File: src/rtl/bsl_pkg.sv
// Shared types and constants for the byte stream lexer.
`timescale 1ns / 1ps

package bsl_pkg;

  // Character codes that the scanner looks for.
  localparam logic [7:0] ChMinus = 8'h2d;
  localparam logic [7:0] ChDot   = 8'h2e;
  localparam logic [7:0] ChUnder = 8'h5f;
  localparam logic [7:0] ChQuote = 8'h22;
  localparam logic [7:0] ChSpace = 8'h20;
  localparam logic [7:0] ChTab   = 8'h09;
  localparam logic [7:0] ChNl    = 8'h0a;
  localparam logic [7:0] ChEnd   = 8'h00;

  // Token kind codes.
  localparam logic [2:0] KindSkip   = 3'd0;
  localparam logic [2:0] KindWs     = 3'd1;
  localparam logic [2:0] KindSingle = 3'd2;
  localparam logic [2:0] KindIdent  = 3'd3;
  localparam logic [2:0] KindNum    = 3'd4;
  localparam logic [2:0] KindStr    = 3'd5;
  localparam logic [2:0] KindEnd    = 3'd6;

  // Error codes carried on the end word.
  localparam logic [1:0] ErrNone    = 2'd0;
  localparam logic [1:0] ErrString  = 2'd1;
  localparam logic [1:0] ErrComment = 2'd2;

  // Result queue depth; one accepted byte pushes at most two words.
  localparam int unsigned QDepth = 4;
  localparam int unsigned QPtrW  = $clog2(QDepth);
  localparam int unsigned QCntW  = $clog2(QDepth + 1);

  // One result word.
  typedef struct packed {
    logic [7:0] out_byte;
    logic [2:0] kind;
    logic       starts_token;
    logic       keep_byte;
    logic [1:0] error_code;
    logic       last;
  } result_t;

  // Words produced by the scanner for one input byte.
  typedef struct packed {
    result_t    res0;
    result_t    res1;
    logic [1:0] count;
  } scan_out_t;

endpackage

File: src/rtl/bsl_if.sv
// Valid/ready channel interfaces for the input byte and the result words.
`timescale 1ns / 1ps

interface bsl_in_if;
  logic       valid;
  logic       ready;
  logic [7:0] in_byte;

  modport source (output valid, output in_byte, input ready);
  modport sink (input valid, input in_byte, output ready);
endinterface

interface bsl_out_if;
  logic       valid;
  logic       ready;
  logic [7:0] out_byte;
  logic [2:0] kind;
  logic       starts_token;
  logic       keep_byte;
  logic [1:0] error_code;
  logic       last;

  modport source (output valid, output out_byte, output kind, output starts_token,
                  output keep_byte, output error_code, output last, input ready);
  modport sink (input valid, input out_byte, input kind, input starts_token,
                input keep_byte, input error_code, input last, output ready);
endinterface

File: src/rtl/bsl_scan.sv
// Scan mode register and per-byte classification into zero, one or two result words.
`timescale 1ns / 1ps

module bsl_scan import bsl_pkg::*; (
  input  logic       clk_i,
  input  logic       rst_ni,
  input  logic       take_i,
  input  logic [7:0] byte_i,
  output scan_out_t  scan_o
);

  typedef enum logic [3:0] {
    ModeIdle    = 4'd0,
    ModeWs      = 4'd1,
    ModeIdent   = 4'd2,
    ModeNum     = 4'd3,
    ModeNumDot  = 4'd4,
    ModeStr     = 4'd5,
    ModeStrQ    = 4'd6,
    ModeMinus   = 4'd7,
    ModeComment = 4'd8
  } mode_e;

  mode_e mode_q, mode_d;

  function automatic result_t mk(logic [7:0] b, logic [2:0] k, logic st, logic kp,
                                 logic [1:0] err);
    result_t r;
    r.out_byte     = b;
    r.kind         = k;
    r.starts_token = st;
    r.keep_byte    = kp;
    r.error_code   = err;
    r.last         = 1'b0;
    return r;
  endfunction

  // Character classes of the incoming byte.
  logic is_ws, is_digit, is_alpha, is_end, is_quote, is_minus;
  assign is_ws    = (byte_i == ChSpace) || (byte_i == ChTab) || (byte_i == ChNl);
  assign is_digit = (byte_i >= 8'h30) && (byte_i <= 8'h39);
  assign is_alpha = ((byte_i >= 8'h61) && (byte_i <= 8'h7a)) ||
                    ((byte_i >= 8'h41) && (byte_i <= 8'h5a)) || (byte_i == ChUnder);
  assign is_end   = (byte_i == ChEnd);
  assign is_quote = (byte_i == ChQuote);
  assign is_minus = (byte_i == ChMinus);

  // Handling of a byte that arrives between tokens.
  result_t f_res;
  logic    f_emit;
  mode_e   f_mode;
  always_comb begin
    f_emit = 1'b1;
    f_res  = mk(byte_i, KindSingle, 1'b1, 1'b1, ErrNone);
    f_mode = ModeIdle;
    if (is_end) begin
      f_res = mk(ChEnd, KindEnd, 1'b1, 1'b0, ErrNone);
    end else if (is_ws) begin
      f_res  = mk(byte_i, KindWs, 1'b1, 1'b0, ErrNone);
      f_mode = ModeWs;
    end else if (is_quote) begin
      f_res  = mk(byte_i, KindStr, 1'b1, 1'b0, ErrNone);
      f_mode = ModeStr;
    end else if (is_alpha) begin
      f_res  = mk(byte_i, KindIdent, 1'b1, 1'b1, ErrNone);
      f_mode = ModeIdent;
    end else if (is_digit) begin
      f_res  = mk(byte_i, KindNum, 1'b1, 1'b1, ErrNone);
      f_mode = ModeNum;
    end else if (is_minus) begin
      f_emit = 1'b0;
      f_mode = ModeMinus;
    end
  end

  // Mode-dependent results and next mode.
  result_t r0, r1;
  logic [1:0] cnt;
  always_comb begin
    r0     = f_res;
    r1     = f_res;
    cnt    = {1'b0, f_emit};
    mode_d = f_mode;
    unique case (mode_q)
      ModeComment: begin
        cnt = 2'd1;
        if (is_end) begin
          r0     = mk(ChEnd, KindEnd, 1'b1, 1'b0, ErrComment);
          mode_d = ModeIdle;
        end else begin
          r0     = mk(byte_i, KindSkip, 1'b0, 1'b0, ErrNone);
          mode_d = (byte_i == ChNl) ? ModeIdle : ModeComment;
        end
      end
      ModeStr: begin
        cnt = 2'd1;
        if (is_end) begin
          r0     = mk(ChEnd, KindEnd, 1'b1, 1'b0, ErrString);
          mode_d = ModeIdle;
        end else if (is_quote) begin
          r0     = mk(byte_i, KindStr, 1'b0, 1'b0, ErrNone);
          mode_d = ModeStrQ;
        end else begin
          r0     = mk(byte_i, KindStr, 1'b0, 1'b1, ErrNone);
          mode_d = ModeStr;
        end
      end
      ModeStrQ: begin
        if (is_quote) begin
          r0     = mk(byte_i, KindStr, 1'b0, 1'b1, ErrNone);
          cnt    = 2'd1;
          mode_d = ModeStr;
        end
      end
      ModeMinus: begin
        cnt = 2'd2;
        if (is_minus) begin
          r0     = mk(ChMinus, KindSkip, 1'b0, 1'b0, ErrNone);
          r1     = mk(byte_i, KindSkip, 1'b0, 1'b0, ErrNone);
          mode_d = ModeComment;
        end else begin
          // Flush the held minus, then handle this byte from scratch.
          r0 = mk(ChMinus, KindSingle, 1'b1, 1'b1, ErrNone);
        end
      end
      ModeWs: begin
        if (is_ws) begin
          r0     = mk(byte_i, KindWs, 1'b0, 1'b0, ErrNone);
          cnt    = 2'd1;
          mode_d = ModeWs;
        end
      end
      ModeIdent: begin
        if (is_alpha || is_digit) begin
          r0     = mk(byte_i, KindIdent, 1'b0, 1'b1, ErrNone);
          cnt    = 2'd1;
          mode_d = ModeIdent;
        end
      end
      ModeNum: begin
        if (is_digit || (byte_i == ChDot)) begin
          r0     = mk(byte_i, KindNum, 1'b0, 1'b1, ErrNone);
          cnt    = 2'd1;
          mode_d = is_digit ? ModeNum : ModeNumDot;
        end
      end
      ModeNumDot: begin
        if (is_digit) begin
          r0     = mk(byte_i, KindNum, 1'b0, 1'b1, ErrNone);
          cnt    = 2'd1;
          mode_d = ModeNumDot;
        end
      end
      default: begin
        // Idle, and any code outside the mode set, start from scratch.
      end
    endcase
    // Flag the final word of this byte.
    if (cnt == 2'd2) begin
      r1.last = 1'b1;
    end else begin
      r0.last = 1'b1;
    end
  end

  assign scan_o.res0  = r0;
  assign scan_o.res1  = r1;
  assign scan_o.count = cnt;

  // Scan mode advances only on an accepted byte.
  always_ff @(posedge clk_i or negedge rst_ni) begin
    if (!rst_ni) begin
      mode_q <= ModeIdle;
    end else if (take_i) begin
      mode_q <= mode_d;
    end
  end

endmodule

File: src/rtl/byte_stream_lexer.sv
// Top level of the byte stream lexer: scanner plus result word queue.
//
// Usage: source bytes enter on in_i, one word per accepted byte, byte 0
// marking the end of a stream. Result words leave on out_o; each byte yields
// zero words (a minus held for one byte), one word, or two words (a flushed
// minus followed by the new byte, or the two bytes that open a comment).
// The last flag marks the final word that a byte produced.
// The words of an accepted byte are written into the queue, and out_o is
// driven from its head. Throughput: one byte per cycle while each byte yields
// at most one word and out_o is not stalled; a two-word byte needs two transfers.
// The scanner classifies every byte from the scan mode register; words wait
// in a four-entry queue, and in_i.ready is high while two entries are free,
// so a stalled receiver backs up into in_i with nothing lost. Reset empties
// the queue and returns the scanner to idle between tokens. After an end
// word the scanner is idle again, ready for a new stream.
`timescale 1ns / 1ps

module byte_stream_lexer import bsl_pkg::*; (
  input logic  clk_i,
  input logic  rst_ni,
  bsl_in_if.sink    in_i,
  bsl_out_if.source out_o
);

  scan_out_t scan;
  logic      take;
  logic      pop;

  result_t          q_mem [QDepth];
  logic [QPtrW-1:0] wr_ptr_q, rd_ptr_q;
  logic [QCntW-1:0] cnt_q, cnt_d;
  result_t          head;

  assign take       = in_i.valid && in_i.ready;
  assign in_i.ready = (cnt_q <= QCntW'(QDepth - 2));
  assign pop        = out_o.valid && out_o.ready;

  bsl_scan u_scan (
    .clk_i  (clk_i),
    .rst_ni (rst_ni),
    .take_i (take),
    .byte_i (in_i.in_byte),
    .scan_o (scan)
  );

  // Queue occupancy.
  always_comb begin
    cnt_d = cnt_q;
    if (take) begin
      cnt_d = cnt_d + QCntW'(scan.count);
    end
    if (pop) begin
      cnt_d = cnt_d - QCntW'(1);
    end
  end

  // Queue pointers and fill level.
  always_ff @(posedge clk_i or negedge rst_ni) begin
    if (!rst_ni) begin
      wr_ptr_q <= '0;
      rd_ptr_q <= '0;
      cnt_q    <= '0;
    end else begin
      cnt_q <= cnt_d;
      if (take) begin
        wr_ptr_q <= wr_ptr_q + QPtrW'(scan.count);
      end
      if (pop) begin
        rd_ptr_q <= rd_ptr_q + QPtrW'(1);
      end
    end
  end

  // Queue storage; payload needs no reset.
  always_ff @(posedge clk_i) begin
    if (take) begin
      q_mem[wr_ptr_q] <= scan.res0;
      if (scan.count == 2'd2) begin
        q_mem[wr_ptr_q + QPtrW'(1)] <= scan.res1;
      end
    end
  end

  // Head of the queue drives the output word.
  assign head               = q_mem[rd_ptr_q];
  assign out_o.valid        = (cnt_q != '0);
  assign out_o.out_byte     = head.out_byte;
  assign out_o.kind         = head.kind;
  assign out_o.starts_token = head.starts_token;
  assign out_o.keep_byte    = head.keep_byte;
  assign out_o.error_code   = head.error_code;
  assign out_o.last         = head.last;

  // The queue never holds more words than it has entries.
  assert property (@(posedge clk_i) disable iff (!rst_ni) cnt_q <= QCntW'(QDepth))
    else $error("result queue overflow");

  // A byte that yields words makes the output valid on the next cycle.
  assert property (@(posedge clk_i) disable iff (!rst_ni)
                   (take && scan.count != 2'd0) |=> out_o.valid)
    else $error("produced word did not reach the output");

  // An end word opens a token, keeps no text and closes its byte.
  assert property (@(posedge clk_i) disable iff (!rst_ni)
                   (out_o.valid && out_o.kind == KindEnd) |->
                   (out_o.starts_token && !out_o.keep_byte && out_o.last))
    else $error("malformed end word");

  // Errors appear only on end words.
  assert property (@(posedge clk_i) disable iff (!rst_ni)
                   (out_o.valid && out_o.error_code != ErrNone) |-> out_o.kind == KindEnd)
    else $error("error flagged on a non-end word");

endmodule

File: src/flat_wrapper.sv
// flat-port wrapper written by rule: the top's interface ports become plain ports
module byte_stream_lexer_flat import bsl_pkg::*;
  (clk_i, rst_ni, in_i_valid, in_i_in_byte, in_i_ready, out_o_valid, out_o_out_byte, out_o_kind, out_o_starts_token, out_o_keep_byte, out_o_error_code, out_o_last, out_o_ready);
  bsl_in_if in_i_i ();
  bsl_out_if out_o_i ();
  input logic clk_i;
  input logic rst_ni;
  input wire logic [$bits(in_i_i.valid)-1:0] in_i_valid;
  input wire logic [$bits(in_i_i.in_byte)-1:0] in_i_in_byte;
  output wire logic [$bits(in_i_i.ready)-1:0] in_i_ready;
  output wire logic [$bits(out_o_i.valid)-1:0] out_o_valid;
  output wire logic [$bits(out_o_i.out_byte)-1:0] out_o_out_byte;
  output wire logic [$bits(out_o_i.kind)-1:0] out_o_kind;
  output wire logic [$bits(out_o_i.starts_token)-1:0] out_o_starts_token;
  output wire logic [$bits(out_o_i.keep_byte)-1:0] out_o_keep_byte;
  output wire logic [$bits(out_o_i.error_code)-1:0] out_o_error_code;
  output wire logic [$bits(out_o_i.last)-1:0] out_o_last;
  input wire logic [$bits(out_o_i.ready)-1:0] out_o_ready;
  assign in_i_i.valid = in_i_valid;
  assign in_i_i.in_byte = in_i_in_byte;
  assign in_i_ready = in_i_i.ready;
  assign out_o_valid = out_o_i.valid;
  assign out_o_out_byte = out_o_i.out_byte;
  assign out_o_kind = out_o_i.kind;
  assign out_o_starts_token = out_o_i.starts_token;
  assign out_o_keep_byte = out_o_i.keep_byte;
  assign out_o_error_code = out_o_i.error_code;
  assign out_o_last = out_o_i.last;
  assign out_o_i.ready = out_o_ready;
  byte_stream_lexer u_core (.clk_i(clk_i), .rst_ni(rst_ni), .in_i(in_i_i), .out_o(out_o_i));
endmodule
File: config.mk
export PLATFORM = sky130hd
export DESIGN_NAME = byte_stream_lexer_flat
export DESIGN_NICKNAME = d
export VERILOG_FILES = /design/src/rtl/bsl_pkg.sv /design/src/rtl/bsl_if.sv /design/src/rtl/bsl_scan.sv /design/src/rtl/byte_stream_lexer.sv /design/src/flat_wrapper.sv
export SDC_FILE = /design/constraint.sdc
export NUM_CORES = 1
export LEC_CHECK = 0
export ABC_AREA = 1
export BUFFER_PORTS_ARGS = -buffer_cell sky130_fd_sc_hd__buf_2
export CAP_MARGIN = 40
export CELL_PAD_IN_SITES_DETAIL_PLACEMENT = 1
export CELL_PAD_IN_SITES_GLOBAL_PLACEMENT = 1
export CORE_AREA = 2 2 98 100
export DETAILED_ROUTE_END_ITERATION = 8
export DIE_AREA = 0 0 100 102
export MAX_ROUTING_LAYER = met4
export PLACE_DENSITY = 0.85
export SLEW_MARGIN = 20
export SYNTH_ARGS = -nofsm -noshare
export SYNTH_HDL_FRONTEND = slang
export SYNTH_SLANG_ARGS = --single-unit
File: constraint.sdc
create_clock -name clk_i -period 8.4 [get_ports clk_i]
set_clock_uncertainty 0.2 [all_clocks]
set_input_delay 1.68 -clock clk_i [delete_from_list [all_inputs] [get_ports clk_i]]
set_output_delay 1.68 -clock clk_i [all_outputs]
set_load 0.005 [all_outputs]
==> flow_metrics.tcl, run 1 <==
set metrics [dict create \
    critPathLaunchType "input pin" \
    drv_cap 0 \
    max_freq_mhz 239 \
    yosys_warnings 0 \
    syn-num-nets 557 \
    cts_sinks 75 \
    cts_buffer_depth 2 \
    cts_hold_buf 0 \
    post_cts_buffers 0 \
    io_buffer_count 29 \
    critical_path.max_fanout 6 \
    totalWireLength_mm 13.7 \
    core_sq_mm 0.00911 \
    avgSynthCellArea_sq_um 8.24 \
    dieArea_sq_mm 0.0102 \
    final_cell_mix "nand2_1, nor2_1, edfxtp_1, inv_1, o21ai_0" \
    ant_nets 0 \
    period_minus_slack_ns 4.18 \
    fin_util_pct 53.7 \
    die-width_um 100 \
    routed_via_density 5.73 \
    report.final.slew_viol_count 0 \
    crit_required_ns 8.45 \
    drtPass1Iterations 5 \
    area_growth_syn_to_layout_pct 9.76 \
    hold_path.startpoint "u_core.q_mem[1][2]$_SDFFE_PP0P_" \
    vias 3951 \
    ys_ff_latch 75 \
    antenna_found_initial 0 \
    final_common_cell "nand2_1" \
    arrival_ns 4.22 \
    reg2reg_to "u_core.cnt_q[2]$_DFF_PN0_" \
    fin_nets 590 \
    die_y_um 102 \
    grt_pass1_wl_mm 21.9 \
    globalRoute.totalOverflow 0 \
    io_pins 30 \
    regToRegStartpoint "u_core.u_scan.mode_q[1]$_DFFE_PN0P_" \
    r2r_cells 15 \
    drt_first_iter_violations 299 \
    postSynthCellCount 541 \
    clkLatencyLatePin_ns 0.36 \
    ir_drop_mv 0.195 \
    rrSetupSlack_ns 5.21 \
    tightest_slew_ns 0.569 \
    hold_depth 2 \
    ys_types 40 \
    cp-end-kind "flip-flop" \
    first_global_vias 4035 \
    wl_per_cell_um 19.8 \
    grt_start_max_net_pins 34 \
    rsz0062_at_grt "no" \
    drive_gt1_share_pct 19.5 \
    layout_worst_path_cycle_share_pct 49.7 \
    worstHoldPathType "reg -> reg" \
    powerDensity_mw_per_mm2 299 \
    finalSetupTns_ns 0 \
    drc 0 \
    n_antenna_cell 0 \
    netlist_area_sq_mm 0.00446 \
    crit_type "in -> reg" \
    slew_headroom_pct 62.0 \
    setup_viol 0 \
    rows 35 \
    leakage_nw 2.30 \
    final_hold_viol_count 0 \
    cts_tree "yes" \
    cts_made_buffers 9 \
    status "finished clean" \
    grt_use_total_pct 29.5 \
    clk_pin_slew_ns 0.08 \
    hold_end "u_core.q_mem[1][2]$_SDFFE_PP0P_" \
    place_hpwl_mm 9.99 \
    gp_congestion 0.940 \
    start_util_pct 49.0 \
    cts_resized 0 \
    cts_root_buffer "clkbuf_8" \
    ys_seq_area_share_pct 47.5 \
    cts-htree-levels 3 \
]
## Yosys cell counts
cell type | n | area share, %
a21boi_2 | 1 | 0.25
inv_1 | 53 | 4.5
nor2_8 | 1 | 0.45
ha_1 | 3 | 0.84
o21bai_1 | 2 | 0.34
nor3_4 | 4 | 1.5
fa_1 | 1 | 0.45
clkbuf_1 | 7 | 0.59
a21oi_1 | 22 | 2.5
dfxtp_1 | 8 | 3.6
nand3_1 | 23 | 2.6
edfxtp_1 | 56 | 38
nand2_2 | 20 | 2.8
nand2_4 | 8 | 2.0
xor2_1 | 4 | 0.79
clkinv_2 | 1 | 0.11
nand4_2 | 1 | 0.28
nand4_1 | 4 | 0.56
nor2_2 | 8 | 1.1
nand4_4 | 1 | 0.48
nand3_4 | 1 | 0.39
o22ai_1 | 17 | 2.4
buf_1 | 1 | 0.084
nor3_2 | 3 | 0.67
o21ai_1 | 5 | 0.56
nor2_4 | 3 | 0.76
a21oi_2 | 1 | 0.20
nand3b_2 | 1 | 0.25
nor3_1 | 3 | 0.34
mux2i_1 | 1 | 0.22
buf_6 | 1 | 0.25
nor2_1 | 77 | 6.5
dfrtp_1 | 11 | 6.2
o211ai_1 | 2 | 0.34
nand2_1 | 119 | 10
nand3_2 | 2 | 0.45
inv_2 | 11 | 0.93
o21ai_0 | 52 | 5.8
buf_2 | 1 | 0.11
a22o_1 | 1 | 0.20
## cells by family (layout without fill, tap and decap cells)
logic type                 count (synthesis)  in the layout  share of synthesized area, %
buffers and inverters                     75            113                          6.54
xor gates and xnor gates                   4              4                         0.786
AOI/OAI and AO/OA                        103            103                          12.6
DFF                                       75             75                          47.5
muxes                                      1              1                         0.224
and+or+nand+nor                          279            279                          31.1
adders and majority gates                  4              4                          1.29
## metal layers
layer	GRT usage, %	routed length [um]	vias up
li1	-	-	1869
met5	-	0	-
met1	37.9	5950	1911
met4	9.06	208	0
met3	4.58	868	24
met2	48.4	6670	147
## per-stage QoR
| stage | setup WS (ns) | hold slack [ns] | cell area (sq um) | total power, W | instances |
|---|---|---|---|---|---|
| global route | 4.00 | 0.322 | 4890 | 0.00156 | 690 |
| CTS | 4.24 | 0.265 | 4890 | 0.00146 | 690 |
| finish | 4.22 | 0.276 | 4890 | 0.00146 | 690 |
| floorplan | 4.35 | 0.223 | 4460 | 0.000963 | 541 |
| global placement | 4.02 | 0.235 | 4710 | 0.00117 | 673 |
| detailed placement | 3.88 | 0.247 | 4730 | 0.00121 | 674 |
## how the worst max path moves through the flow
stage,startpoint,cells past startpoint,to
finish,in_i_in_byte[6],18,u_core.cnt_q[2]$_DFF_PN0_
global route,in_i_in_byte[6],18,u_core.cnt_q[2]$_DFF_PN0_
CTS,in_i_in_byte[6],18,u_core.cnt_q[2]$_DFF_PN0_
detailed placement,in_i_in_byte[6],18,u_core.cnt_q[2]$_DFF_PN0_
global placement,in_i_in_byte[6],18,u_core.cnt_q[2]$_DFF_PN0_
floorplan,in_i_in_byte[6],17,u_core.cnt_q[2]$_DFF_PN0_
## critical path: stages
cell	delay, ns
buf_2	0.12
inv_2	0.10
nand2_1	0.16
nor2_8	0.21
nand2_1	0.08
nor2_1	0.22
o21ai_0	0.11
o21ai_0	0.09
inv_1	0.09
ha_1	0.18
inv_1	0.06
fa_1	0.41
nand2_1	0.07
o21ai_0	0.11
ha_1	0.24
nand3_1	0.10
xor2_1	0.16
inv_1	0.05
## sequential cells by signal, summed over array words and instances (netlist names)
signal,flops
u_core.q_mem,64
u_core.u_scan.mode_q,4
u_core.cnt_q,3
u_core.rd_ptr_q,2
u_core.wr_ptr_q,2
## power by group
group | internal, W | leakage [nW] | switching, W
sequential | 0.000474 | 0.705 | 0.0000471
clock | 0.000106 | 0.0767 | 0.000150
combinational | 0.000225 | 1.52 | 0.000461
## layout make-up
| type | instances | area (sq um) |
|---|---|---|
| fill | 1148 | 4210 |
| sequential | 75 | 2120 |
| multi-input combinational | 391 | 2050 |
| inverter | 65 | 245 |
| timing repair buffer | 32 | 175 |
| tap | 111 | 139 |
| clock buffer | 9 | 124 |
| clock inverter | 7 | 43.8 |
Power figures use the tool's default switching activity.
==> inputs of run 2 (changes only) <==
--- a/config.mk
+++ b/config.mk
@@ -10,11 +10,11 @@
 export CAP_MARGIN = 40
 export CELL_PAD_IN_SITES_DETAIL_PLACEMENT = 1
 export CELL_PAD_IN_SITES_GLOBAL_PLACEMENT = 1
-export CORE_AREA = 2 2 98 100
+export CORE_AREA = 2 2 102 104
 export DETAILED_ROUTE_END_ITERATION = 8
-export DIE_AREA = 0 0 100 102
+export DIE_AREA = 0 0 104 106
 export MAX_ROUTING_LAYER = met4
-export PLACE_DENSITY = 0.85
+export PLACE_DENSITY = 0.8
 export SLEW_MARGIN = 20
 export SYNTH_ARGS = -nofsm -noshare
 export SYNTH_HDL_FRONTEND = slang
==> constraint.sdc (replaced) <==
create_clock -name clk_i -period 4.3 [get_ports clk_i]
set_clock_uncertainty 0.2 [all_clocks]
set_input_delay 0.86 -clock clk_i [delete_from_list [all_inputs] [get_ports clk_i]]
set_output_delay 0.86 -clock clk_i [all_outputs]
set_load 0.005 [all_outputs]
==> run 2 against run 1 <==
Final cell count is 3.6% higher. Clock power is 110% higher. Non-clock buffer count stayed put. Sequential share of layout area is 0.48 points lower. Worst hold slack worse by 0.12 ns. Count of clock-buffer cells in the layout stayed put. Die area is 8.1% higher. First-iteration DRC count is 27% lower. Wire length is 5.0% lower. Flip-flop and latch count stayed put. Via count is 2.6% lower. Critical endpoint unchanged.
==> flow_metrics.tcl, run 2 (synthesis results as in run 1) <==
set metrics [dict create \
    status "finished clean" \
    first_global_vias 4059 \
    crit_required_ns 4.35 \
    start_util_pct 44.6 \
    die_y_um 106 \
    n_antenna_cell 0 \
    slew_headroom_pct 57.0 \
    grt_use_total_pct 25.4 \
    ir_drop_mv 0.337 \
    drv_cap 0 \
    max_freq_mhz 298 \
    leakage_nw 2.32 \
    layout_worst_path_cycle_share_pct 78.2 \
    wl_per_cell_um 18.2 \
    regToRegStartpoint "u_core.u_scan.mode_q[2]$_DFFE_PN0P_" \
    clkLatencyLatePin_ns 0.36 \
    drtPass1Iterations 4 \
    grt_pass1_wl_mm 21.0 \
    dieArea_sq_mm 0.0110 \
    globalRoute.totalOverflow 0 \
    grt_start_max_net_pins 34 \
    cts_hold_buf 0 \
    powerDensity_mw_per_mm2 581 \
    io_pins 30 \
    antenna_found_initial 0 \
    cts-htree-levels 3 \
    crit_path_top_delay_cell "fa_1" \
    setup_viol 0 \
    finalSetupTns_ns 0 \
    report.final.slew_viol_count 0 \
    nFillCells 1229 \
    drc 0 \
    multiInputGateArea_sq_mm 0.00205 \
    seq_area_sq_mm 0.00212 \
    cts_tree "yes" \
    worstHoldPathType "in -> async" \
    crit_chain "buf_2 -> inv_2 -> nand2_1 -> nor2_8 -> nand2_1 -> nor2_1 -> o21ai_0 -> o21ai_0 -> inv_1 -> ha_1 -> inv_1 -> fa_1 -> nand2_1 -> o21ai_0 -> ha_1 -> nand3_1 -> xor2_1 -> inv_1" \
    period_minus_slack_ns 3.36 \
    clk_pin_slew_ns 0.09 \
    fin_nets 590 \
    critical_path.max_fanout 6 \
    dp.cells 699 \
    place_hpwl_mm 9.65 \
    io_buffer_count 29 \
    ant_nets 0 \
    rsz0062_at_grt "no" \
    reg2reg_to "u_core.cnt_q[2]$_DFF_PN0_" \
    rrSetupSlack_ns 1.11 \
    cts_resized 0 \
    final_common_cell "nand2_1" \
    tightest_slew_ns 0.642 \
    cts_buffer_depth 2 \
    rows 37 \
    core_sq_mm 0.0100 \
    final_cells 715 \
    drive_gt1_share_pct 19.7 \
    path_buf_inv 5 \
    cts_sinks 75 \
    totalWireLength_mm 13.0 \
    critPathLaunchType "input pin" \
    drt_first_iter_violations 218 \
    top_register "u_core.q_mem" \
    cp_slowest_stage_delay_ns 0.40 \
    cp_top_family "adder cells" \
    top_regs "u_core.q_mem: 64 flops, u_core.u_scan.mode_q: 4 flops, u_core.cnt_q: 3 flops" \
    cts_root_buffer "clkbuf_8" \
    r2r_cells 16 \
    routed_via_density 5.38 \
    post_cts_buffers 0 \
    die-width_um 104 \
    cp-end-kind "flip-flop" \
    cts_made_buffers 9 \
    arrival_ns 3.41 \
    holdWs_ns 0.157 \
    area_growth_syn_to_layout_pct 11.0 \
    crit_type "in -> reg" \
    largest_reg_flops 64 \
    gp_congestion 1.00 \
    vias 3847 \
    final_hold_viol_count 0 \
    final_cell_mix "nand2_1, nor2_1, edfxtp_1, inv_1, o21ai_0" \
]
## run 2: cell type report
cell class	count	area share, %
Sequential cell	75	42.8
Multi-Input combinational cell	391	41.4
Inverter	65	4.95
Timing Repair Buffer	32	3.54
Tap cell	136	3.44
Clock buffer	9	2.50
Clock inverter	7	1.37
## run 2: metrics by stage
step	worst slack [ns]	util [%]	instance area [sq um]	power [W]
detailed placement	0.583	47.6	4760	0.00234
floorplan	1.07	-	4460	0.00188
finish	0.939	49.5	4950	0.00287
global route	0.667	49.5	4950	0.00310
CTS	0.936	49.5	4950	0.00289
global placement	0.708	47.4	4740	0.00227
## run 2: worst max path at each step
| stage | startpoint | to | slack [ns] | cells after the start |
|---|---|---|---|---|
| final | in_i_in_byte[6] | u_core.cnt_q[2]$_DFF_PN0_ | 0.94 | 18 |
| after global routing | in_i_in_byte[7] | u_core.cnt_q[2]$_DFF_PN0_ | 0.67 | 18 |
| after CTS | in_i_in_byte[6] | u_core.cnt_q[2]$_DFF_PN0_ | 0.94 | 18 |
| after detailed placement | in_i_in_byte[6] | u_core.cnt_q[2]$_DFF_PN0_ | 0.58 | 18 |
| after global placement | in_i_in_byte[6] | u_core.cnt_q[2]$_DFF_PN0_ | 0.71 | 18 |
| after floorplan | in_i_in_byte[6] | u_core.cnt_q[2]$_DFF_PN0_ | 1.07 | 17 |
## run 2: worst register-to-register path, delay by kind of cell (launching register included)
kind,cells,cell delay (ns)
buffers and inverters,4,0.35
AND/OR/NAND/NOR,6,0.85
flip-flops,1,0.39
XOR/XNOR,1,0.16
AO/OA/AOI/OAI,2,0.29
adder cells (fa/ha/maj),3,0.84
## run 2: where the power goes
| part | total (W) | internal, W | switching (W) | leakage (nW) |
|---|---|---|---|---|
| registers | 0.00102 | 0.000925 | 0.000100 | 0.705 |
| clock network | 0.000546 | 0.000266 | 0.000280 | 0.0931 |
| logic | 0.00130 | 0.000438 | 0.000866 | 1.52 |
## run 2: routing by layer
| layer | wire length (um) | share of wire [%] | up-vias | GRT usage [%] |
|---|---|---|---|---|
| li1 | - | - | 1862 | - |
| met1 | 5930 | 46 | 1905 | 30.4 |
| met2 | 6510 | 50 | 63 | 44.5 |
| met3 | 364 | 2.8 | 17 | 4.17 |
| met4 | 208 | 1.6 | 0 | 7.72 |
| met5 | 0 | 0 | - | - |
